--- src/scds_pkg.sv ---
// Shared types and constants for the spi clock divisor search block.
// Depends on nothing; every other file in src imports it.
`default_nettype none

package scds_pkg;

    // field widths of the items
    localparam int CLOCK_W     = 32;
    localparam int PRESCALE_W  = 3;
    localparam int DIVIDER_W   = 4;

    // the divider retires one 4-bit digit of the quotient per cycle
    localparam int DIGIT_BITS  = 4;
    localparam int DIGITS      = CLOCK_W / DIGIT_BITS;
    localparam int DIGIT_CNT_W = $clog2(DIGITS);

    // shortfall value that nothing has beaten yet
    localparam logic [CLOCK_W-1:0] GAP_START = {CLOCK_W{1'b1}};

    typedef struct packed {
        logic [CLOCK_W-1:0] clock_hz;
        logic [CLOCK_W-1:0] target_hz;
    } scds_in_t;

    typedef struct packed {
        logic [PRESCALE_W-1:0] prescale_sel;
        logic [DIVIDER_W-1:0]  divider_sel;
    } scds_out_t;

    // status of the shared divider as seen by the sequencer
    typedef struct packed {
        logic busy;
        logic done;
    } scds_div_stat_t;

endpackage

`default_nettype wire

--- src/scds_divider.sv ---
// Iterative divider of a 32-bit value by a small divisor, four quotient bits per cycle.
// Depends on scds_pkg for widths and the status struct.
`default_nettype none

module scds_divider
    import scds_pkg::*;
#(
    parameter int DIVISOR_W = 4
)
(
    input  wire logic                 clk,
    input  wire logic                 rst_n,
    input  wire logic                 launch,
    input  wire logic [CLOCK_W-1:0]   dividend,
    input  wire logic [DIVISOR_W-1:0] divisor,
    output scds_div_stat_t            stat,
    output logic [CLOCK_W-1:0]        quotient
);

    logic                   busy_reg, busy_next;
    logic                   done_reg, done_next;
    logic [DIGIT_CNT_W-1:0] cnt_reg, cnt_next;
    logic [CLOCK_W-1:0]     acc_reg, acc_next;
    logic [DIVISOR_W-1:0]   rem_reg, rem_next;
    logic [DIVISOR_W-1:0]   div_reg, div_next;
    logic [CLOCK_W-1:0]     step_acc;
    logic [DIVISOR_W-1:0]   step_rem;

    // one radix-16 digit: four restoring steps on the narrow remainder
    always_comb
    begin
        logic [DIVISOR_W:0] trial;
        step_acc = acc_reg;
        step_rem = rem_reg;
        for (int k = 0; k < DIGIT_BITS; k++)
        begin
            trial    = {step_rem, step_acc[CLOCK_W-1]};
            step_acc = {step_acc[CLOCK_W-2:0], 1'b0};
            if (trial >= {1'b0, div_reg})
            begin
                step_rem    = DIVISOR_W'(trial - {1'b0, div_reg});
                step_acc[0] = 1'b1;
            end
            else
            begin
                step_rem = DIVISOR_W'(trial);
            end
        end
    end

    // digit sequencing
    always_comb
    begin
        busy_next = busy_reg;
        done_next = 1'b0;
        cnt_next  = cnt_reg;
        acc_next  = acc_reg;
        rem_next  = rem_reg;
        div_next  = div_reg;
        if (launch)
        begin
            busy_next = 1'b1;
            cnt_next  = '0;
            acc_next  = dividend;
            rem_next  = '0;
            div_next  = divisor;
        end
        else if (busy_reg)
        begin
            acc_next = step_acc;
            rem_next = step_rem;
            cnt_next = cnt_reg + DIGIT_CNT_W'(1);
            if (cnt_reg == DIGIT_CNT_W'(DIGITS - 1))
            begin
                busy_next = 1'b0;
                done_next = 1'b1;
            end
        end
    end

    always_ff @(posedge clk or negedge rst_n)
    begin
        if (!rst_n)
        begin
            busy_reg <= 1'b0;
            done_reg <= 1'b0;
            cnt_reg  <= '0;
        end
        else
        begin
            busy_reg <= busy_next;
            done_reg <= done_next;
            cnt_reg  <= cnt_next;
        end
    end

    // datapath, no reset needed
    always_ff @(posedge clk)
    begin
        acc_reg <= acc_next;
        rem_reg <= rem_next;
        div_reg <= div_next;
    end

    assign stat.busy = busy_reg;
    assign stat.done = done_reg;
    assign quotient  = acc_reg;

endmodule

`default_nettype wire

--- src/spi_clock_divisor_search.sv ---
// Top level: sequencer that walks prescaler and divider codes for the best spi bit rate.
// Depends on scds_pkg and scds_divider.
//
//  channel   signals                      direction  taken when
//  input     start, busy, request         in         start high and busy low
//  result    done, result                 out        done high (one cycle)
//
// For each prescaler code p the sequencer launches the shared divider (clock_hz / (p+1),
// eight 4-bit digits, then its done flag), waits on it and then shifts that quotient right
// one place for each divider code up to MAX_DIVIDER_CODE to score that code. The search
// ends early once an exact match is found.
// done rises in the cycle after the last compare, with busy already low.
// Reset is asynchronous and active low; results cannot be held off by the receiver.
`default_nettype none

module spi_clock_divisor_search
    import scds_pkg::*;
#(
    parameter int MAX_PRESCALE_CODE = 7,
    parameter int MAX_DIVIDER_CODE  = 8
)
(
    input  wire logic     clk,
    input  wire logic     rst_n,
    input  wire logic     start,
    output logic          busy,
    input  wire scds_in_t request,
    output logic          done,
    output scds_out_t     result
);

    localparam int PCW = $clog2(MAX_PRESCALE_CODE + 1);
    localparam int DCW = $clog2(MAX_DIVIDER_CODE + 1);
    localparam int DVW = $clog2(MAX_PRESCALE_CODE + 2);

    typedef enum logic [1:0] {
        ST_IDLE,
        ST_LAUNCH,
        ST_DIVIDE,
        ST_SCAN
    } state_t;

    state_t               state_reg, state_next;
    logic                 done_reg, done_next;
    scds_out_t            result_reg, result_next;
    logic [CLOCK_W-1:0]   clock_reg, clock_next;
    logic [CLOCK_W-1:0]   target_reg, target_next;
    logic [PCW-1:0]       p_reg, p_next;
    logic [DCW-1:0]       d_reg, d_next;
    logic [CLOCK_W-1:0]   shf_reg, shf_next;
    logic [CLOCK_W-1:0]   gap_reg, gap_next;
    logic [PCW-1:0]       best_p_reg, best_p_next;
    logic [DCW-1:0]       best_d_reg, best_d_next;

    scds_div_stat_t       div_stat;
    logic [CLOCK_W-1:0]   div_quot;
    logic [DVW-1:0]       div_divisor;

    assign div_divisor = DVW'(p_reg) + DVW'(1);

    scds_divider #(
        .DIVISOR_W (DVW)
    ) u_div (
        .clk      (clk),
        .rst_n    (rst_n),
        .launch   (state_reg == ST_LAUNCH),
        .dividend (clock_reg),
        .divisor  (div_divisor),
        .stat     (div_stat),
        .quotient (div_quot)
    );

    // search sequencer and candidate scoring
    always_comb
    begin
        logic [CLOCK_W-1:0] gap;
        logic               take;
        logic               stop;
        state_next  = state_reg;
        done_next   = 1'b0;
        result_next = result_reg;
        clock_next  = clock_reg;
        target_next = target_reg;
        p_next      = p_reg;
        d_next      = d_reg;
        shf_next    = shf_reg;
        gap_next    = gap_reg;
        best_p_next = best_p_reg;
        best_d_next = best_d_reg;
        gap         = target_reg - shf_reg;
        take        = (target_reg >= shf_reg) && (gap < gap_reg);
        stop        = 1'b0;

        case (state_reg)
            ST_IDLE:
            begin
                if (start)
                begin
                    clock_next  = request.clock_hz;
                    target_next = request.target_hz;
                    p_next      = '0;
                    gap_next    = GAP_START;
                    best_p_next = PCW'(MAX_PRESCALE_CODE);
                    best_d_next = DCW'(MAX_DIVIDER_CODE);
                    state_next  = ST_LAUNCH;
                end
            end
            ST_LAUNCH:
            begin
                state_next = ST_DIVIDE;
            end
            ST_DIVIDE:
            begin
                // rate for d = 0 is the quotient halved
                if (div_stat.done)
                begin
                    shf_next   = div_quot >> 1;
                    d_next     = '0;
                    state_next = ST_SCAN;
                end
            end
            ST_SCAN:
            begin
                if (take)
                begin
                    gap_next    = gap;
                    best_p_next = p_reg;
                    best_d_next = d_reg;
                end
                shf_next = shf_reg >> 1;
                d_next   = d_reg + DCW'(1);
                // exact match ends the search early
                stop = take && (gap == '0);
                if (stop || (d_reg == DCW'(MAX_DIVIDER_CODE)))
                begin
                    if (stop || (p_reg == PCW'(MAX_PRESCALE_CODE)))
                    begin
                        done_next                = 1'b1;
                        result_next.prescale_sel = PRESCALE_W'(best_p_next);
                        result_next.divider_sel  = DIVIDER_W'(best_d_next);
                        state_next               = ST_IDLE;
                    end
                    else
                    begin
                        p_next     = p_reg + PCW'(1);
                        state_next = ST_LAUNCH;
                    end
                end
            end
            default:
            begin
                state_next = ST_IDLE;
            end
        endcase
    end

    // state and registered outputs
    always_ff @(posedge clk or negedge rst_n)
    begin
        if (!rst_n)
        begin
            state_reg <= ST_IDLE;
            done_reg  <= 1'b0;
        end
        else
        begin
            state_reg <= state_next;
            done_reg  <= done_next;
        end
    end

    // working values, no reset needed
    always_ff @(posedge clk)
    begin
        result_reg <= result_next;
        clock_reg  <= clock_next;
        target_reg <= target_next;
        p_reg      <= p_next;
        d_reg      <= d_next;
        shf_reg    <= shf_next;
        gap_reg    <= gap_next;
        best_p_reg <= best_p_next;
        best_d_reg <= best_d_next;
    end

    assign busy   = (state_reg != ST_IDLE);
    assign done   = done_reg;
    assign result = result_reg;

endmodule

`default_nettype wire

--- config.mk ---
export PLATFORM = sky130hd
export DESIGN_NAME = spi_clock_divisor_search
export DESIGN_NICKNAME = d
export VERILOG_FILES = /design/src/scds_pkg.sv /design/src/scds_divider.sv /design/src/spi_clock_divisor_search.sv
export SDC_FILE = /design/constraint.sdc
export NUM_CORES = 1
export LEC_CHECK = 0
export BUFFER_PORTS_ARGS = -buffer_cell sky130_fd_sc_hd__buf_2
export CELL_PAD_IN_SITES_DETAIL_PLACEMENT = 0
export CELL_PAD_IN_SITES_GLOBAL_PLACEMENT = 1
export CORE_MARGIN = 3
export CORE_UTILIZATION = 30
export CTS_BUF_LIST = sky130_fd_sc_hd__clkbuf_4 sky130_fd_sc_hd__clkbuf_8
export CTS_CLUSTER_SIZE = 16
export DETAILED_ROUTE_END_ITERATION = 10
export PLACE_DENSITY = 0.55
export SETUP_SLACK_MARGIN = 0.15
export SYNTH_ARGS = -nofsm -noshare
export SYNTH_HDL_FRONTEND = slang
export SYNTH_SLANG_ARGS = --single-unit
--- constraint.sdc ---
create_clock -name clk -period 7.7 [get_ports clk]
set_input_delay 1.54 -clock clk [delete_from_list [all_inputs] [get_ports clk]]
set_output_delay 1.54 -clock clk [all_outputs]
set_load 0.01 [all_outputs]
# Yosys cells after proc, flatten, opt, wreduce, memory -nomap -nowiden
# Index checks and enable logic that the tools add are counted.
# word_totals
register_bits	197
in_bits	67
elab_cells	104
# classes
n_addsub	9
n_lt_le_gt_ge	6
eq_ne	11
mux	43
n_reduce_logical	17
# ops
cell	n
32-bit 2-to-1 mux	5
32-bit one-hot mux with 2 select lines	2
32-bit greater-or-equal comparator	1
32-bit zero test	1
32-bit < comparator	1
32-bit subtractor	1
4-bit 2-to-1 mux	7
3-bit 2-to-1 mux	7
5-bit by 4-bit greater-or-equal comparator with 1-bit output	4
4-bit one-hot mux with 2 select lines	2
4-bit subtractor	4
1-bit 2-to-1 mux	14
3-bit one-hot mux with 2 select lines	2
3-bit AND reduction	3
2-bit inequality test (second input constant)	4
2-bit one-hot mux with 4 select lines	1
2-bit nonzero test	4
3-bit by 1-bit adder with 3-bit output (second input constant)	2
3-bit == test (second input constant)	2
2-bit 2-to-1 mux	3
2-bit AND reduction	3
3-bit by 1-bit adder with 4-bit output (second input constant)	1
4-bit by 1-bit adder with 4-bit output (second input constant)	1
2-bit == test (second input constant)	2
7 further kinds	9

# Logic depth before layout (Yosys ltp)
# logic_depth
depth_word	10
mapped_depth	32
mapped_depth_nobuf	32

# Hierarchy
# A second synthesis with hierarchy kept.
# hier_totals
cells_unflattened	1000
hier_area_um2	11643.7
# modules_own_cells
module	instances	cells_each	area_per_inst_um2
spi_clock_divisor_search	1	789	8893.5
scds_divider	1	211	2750.1

# Worst setup path after synthesis
# Ideal clock, no wire load.
# synth_timing
kind	reg2reg
startpoint	register target_reg[20]
endpoint	register gap_reg[0] (enable)
setup_ns	0.470
arrival_ns	6.250
t_required_ns	7.230
path_slack_ns	0.980
path_stages_with_launch	19
path_buffers	2
cell_sequence	edfxtp_1 > ha_1 > buf_2 > a21oi_1 > o21ai_0 > or2_2 > or3_1 > o22a_1 > xnor2_1 > inv_1 > ha_1 > a21oi_1 > o21ai_0 > a21o_1 > a211o_1 > o221a_2 > a2111o_1 > clkbuf_1 > a21boi_0
# synth_via
elab_chain_cells	5
# synth_lines
element	line_no	text
start: declaration	spi_clock_divisor_search.sv:47	logic [CLOCK_W-1:0] target_reg, target_next;
start signal: assignment	spi_clock_divisor_search.sv:177	target_reg <= target_next;
32-bit subtractor	spi_clock_divisor_search.sv:90	gap = target_reg - shf_reg;
32-bit < comparator	spi_clock_divisor_search.sv:91	take = (target_reg >= shf_reg) && (gap < gap_reg);
1-bit logical AND (*)	spi_clock_divisor_search.sv:91	
2-bit inequality test (no source line) (*)	-	
3-bit AND reduction (no source line) (*)	-	
end signal: assignment	spi_clock_divisor_search.sv:181	gap_reg <= gap_next;
end: declaration	spi_clock_divisor_search.sv:51	logic [CLOCK_W-1:0] gap_reg, gap_next;
# Every way passes the cells marked *; elsewhere a longest branch is shown, timed or not.
# A chain may end at the register's enable or synchronous reset.

# Worst setup path after layout
# layout_timing
startpoint	register u_div.div_reg[1]
endpoint	register u_div.rem_reg[0]
# layout_via
elab_chain_cells	8
# layout_lines
element	line_no	text
start: declaration	scds_divider.sv:25	logic [DIVISOR_W-1:0] div_reg, div_next;
start signal: assignment	scds_divider.sv:102	div_reg <= div_next;
4-bit subtractor or 5-bit by 4-bit greater-or-equal comparator with 1-bit output (tied branches)	scds_divider.sv:41, scds_divider.sv:39	
4-bit 2-to-1 mux	scds_divider.sv:39	if (trial >= {1'b0, div_reg})
4-bit subtractor or 5-bit by 4-bit greater-or-equal comparator with 1-bit output (tied branches)	scds_divider.sv:41, scds_divider.sv:39	
4-bit 2-to-1 mux	scds_divider.sv:39	
4-bit subtractor or 5-bit by 4-bit greater-or-equal comparator with 1-bit output (tied branches)	scds_divider.sv:41, scds_divider.sv:39	
4-bit 2-to-1 mux	scds_divider.sv:39	
5-bit by 4-bit greater-or-equal comparator with 1-bit output (*)	scds_divider.sv:39	
4-bit 2-to-1 mux (*)	scds_divider.sv:39	
end signal: assignment	scds_divider.sv:101	rem_reg <= rem_next;
end: declaration	scds_divider.sv:24	logic [DIVISOR_W-1:0] rem_reg, rem_next;
# Marks and branches as above.

==> summary.md <==
| Metric | Value |
|---|---|
| Fin util | 0.3429 |
| Largest net degree at the start of global routing | 76 |
| Mapped Cells | 969 |
| Synth warn | 0 |
| Rows | 70 |
| Post-route DRC | 0 |
| Top_reg_cell synth | edfxtp_1 |
| Fin crit period | 6.949 ns |
| CP Class | register to register |
| Clock Latency Late Sink | 0.49 ns |
| Clk sinks | 196 |
| Fin nets | 1202 |
| CTS Buf Count | 17 |
| Tcrit/Tclk final | 0.9025 |
| Ant diodes | 0 |
| Port Buffers | 75 |
| Worst setup EP type | register |
| Required time of the critical path | 8.10 ns |
| Buf+Inv Stages, Crit Path | 4 |
| Max-Slew Margin vs Limit | 0.2886 |
| Antenna-violating nets left | 0 |
| Core box area | 36790 µm² |
| H-tree Lvls | 4 |
| Vias after detailed routing | 7270 |
| CTS tree | yes |
| Post-synth net total | 1129 |
| Total gr overflow | 0 |
| Min-delay src | u_div.rem_reg[1] |
| Initial antenna violation count | 1 |
| Die height | 199.7 µm |
| Worst hold path type | register to register |
| Fmax | 143.9 MHz |
| Total die area | 39870 µm² |
| Top delay family on crit path | compound AO/OA/AOI/OAI gates |
| Maximum fanout along the worst path | 8 |
| First-pass GRT wire length | 41.10 mm |
| RSZ-0062 raised after global routing | no |
| Reg-to-reg startpoint | u_div.div_reg[1] |
| IO Pins | 76 |
| Routed WL | 25.66 mm |
| EDFF count, synth | 184 |
| Worst-margin pin slew | 1.064 ns |
| Skew final | 0.02249 ns |
| Syn_area_per_cell | 11.61 µm² |
| Post-CTS setup buffer count | 0 |
| Final setup viols | 0 |
| Hold buffers post-CTS | 0 |
| Vias per cell | 4.773 |
| Hpwl dp | 19.22 mm |
| Clock Path Buffers | 2 |
| Crit-path most repeated cell | a21oi_1 |
| Register area share after synthesis | 0.5160 |
| First-pass detailed-route iteration total | 5 |
| Worst Setup SP | u_div.div_reg[1] |
| Setup TNS | 0 ns |
| Startpoint Class | register |
| Max-Cap Viols | 0 |
| Global placer's final weighted congestion | 0.7628 |
| Status | finished clean |
| Slowest cell on crit path | edfxtp_1 |
| Worst EP arrival | 7.35 ns |
| #FFs+latches synth | 196 |
| Slew Limit Fails | 0 |
| Area of the mapped netlist | 11250 µm² |
| CP max stage delay | 0.48 ns |
| Layout cell share with drive strength beyond 1 | 0.2095 |
| Count of different cell masters after synthesis | 78 |
| Reg clk slew, reported paths | 0.11 ns |
| Fillcell total | 3724 |
| CTS Root Cell | clkbuf_8 |
| Starting Density | 0.3059 |
| Async SR Flop Fraction | 0.04082 |
| Total GRT Usage | 0.1338 |
| Post-CTS Resized | 0 |
| Die Span X | 199.7 µm |
| Starting DRT DRC Count | 394 |
| Number of global-route vias before repair | 7272 |
| Routed len/inst | 16.85 µm |
| Final Hold Vio Count | 0 |
| Synthesis-to-layout area growth | 12.11% |
[synth_stat cells (14+ instances only)]
cell / instances / area, µm²
edfxtp_1: 184 / 5525
inv_1: 106 / 397.9
ha_1: 88 / 1101
nand2_1: 70 / 262.8
mux2_2: 67 / 754.5
nor2_1: 55 / 206.5
a21oi_1: 53 / 265.3
o21ai_0: 42 / 210.2
a21o_1: 22 / 165.2
nand2b_1: 19 / 118.9
clkbuf_1: 15 / 56.30
nand4_1: 15 / 93.84
xnor2_1: 14 / 122.6
[cell type report]
type / instances / area, µm² / share of cell area
multi-input combinational: 640 / 4957 / 0.3930
sequential: 196 / 5806 / 0.4602
tap: 468 / 585.6 / 0.04642
inverter: 107 / 401.6 / 0.03184
timing repair buffer: 80 / 412.9 / 0.03273
clock inverter: 15 / 217.7 / 0.01726
clock buffer: 17 / 234.0 / 0.01855
[stage by stage]
step	instances	hold WS [ns]	cell area, µm²	setup WS [ns]
6_report	1523	0.5126	12610	0.7508
5_1_grt	1523	0.5542	12610	0.1998
4_1_cts	1523	0.5196	12610	0.6253
3_5_place_dp	1491	0.5043	12160	0.6678
3_3_place_gp	1491	0.5036	12160	0.8994
2_1_floorplan	969	0.4635	11250	0.9800
[cell usage in the layout, fill, tap and decap left out, types with 7 or more instances in the layout]
cell and n:
dfrtp_1 8, o21ai_0 41, xor2_1 12, buf_2 75, nor3_1 13, and2_1 8, nand2_1 70, xnor2_1 14
inv_1 106, ha_1 86, a211oi_1 7, a21o_1 22, or2_2 10, nand2b_1 19, clkbuf_8 17, nor2_1 55
edfxtp_1 184, mux2_2 67, a21oi_1 53, nand3_1 11, mux2i_1 13, nand4_1 15, or3_1 7, o211ai_1 11
[routing by layer]
layer  routed length (µm)  track usage  vias up
li1                     -            -     3697
met1                12930       0.1923     3443
met2                11730       0.2127      113
met3                  706      0.02108       17
met4                  289      0.03179        0
met5                    0            0        -
[logic make-up (layout without fill, tap and decap cells)]
logic type	count (synthesis)	in the layout	share of synthesized area
AOI/OAI and AO/OA	201	201	0.1233
and+or+nand+nor	239	239	0.1075
adders and majority gates	93	93	0.1068
buffers and inverters	133	219	0.04626
xor gates and xnor gates	26	26	0.02024
DFF	196	196	0.5160
muxes	81	81	0.07995
[path summary, 6_finish.rpt]
| path | endpoint | slack [ns] | cells past startpoint |
|---|---|---|---|
| max in group asynchronous | u_div.busy_reg | 6.62 | 1 |
| min | u_div.rem_reg[1] | 0.51 | 2 |
| min in group asynchronous | state_reg[1] | 0.88 | 1 |
| max | u_div.rem_reg[0] | 0.75 | 32 |
| max reg2reg | u_div.rem_reg[0] | 0.75 | 32 |
| min reg2reg | u_div.rem_reg[1] | 0.51 | 2 |
[worst reg2reg max path: cells and delay by family, from the launching register on]
kind,cells,cell delay [ns]
buffers and inverters,4,0.67
adder cells (fa/ha/maj),4,1.20
flip-flops,1,0.48
multiplexers,1,0.32
AO/OA/AOI/OAI,16,3.43
AND/OR/NAND/NOR,7,0.77
Power is not shown: default switching activity piles up to over one toggle a cycle in this logic, so the estimate is an artifact.
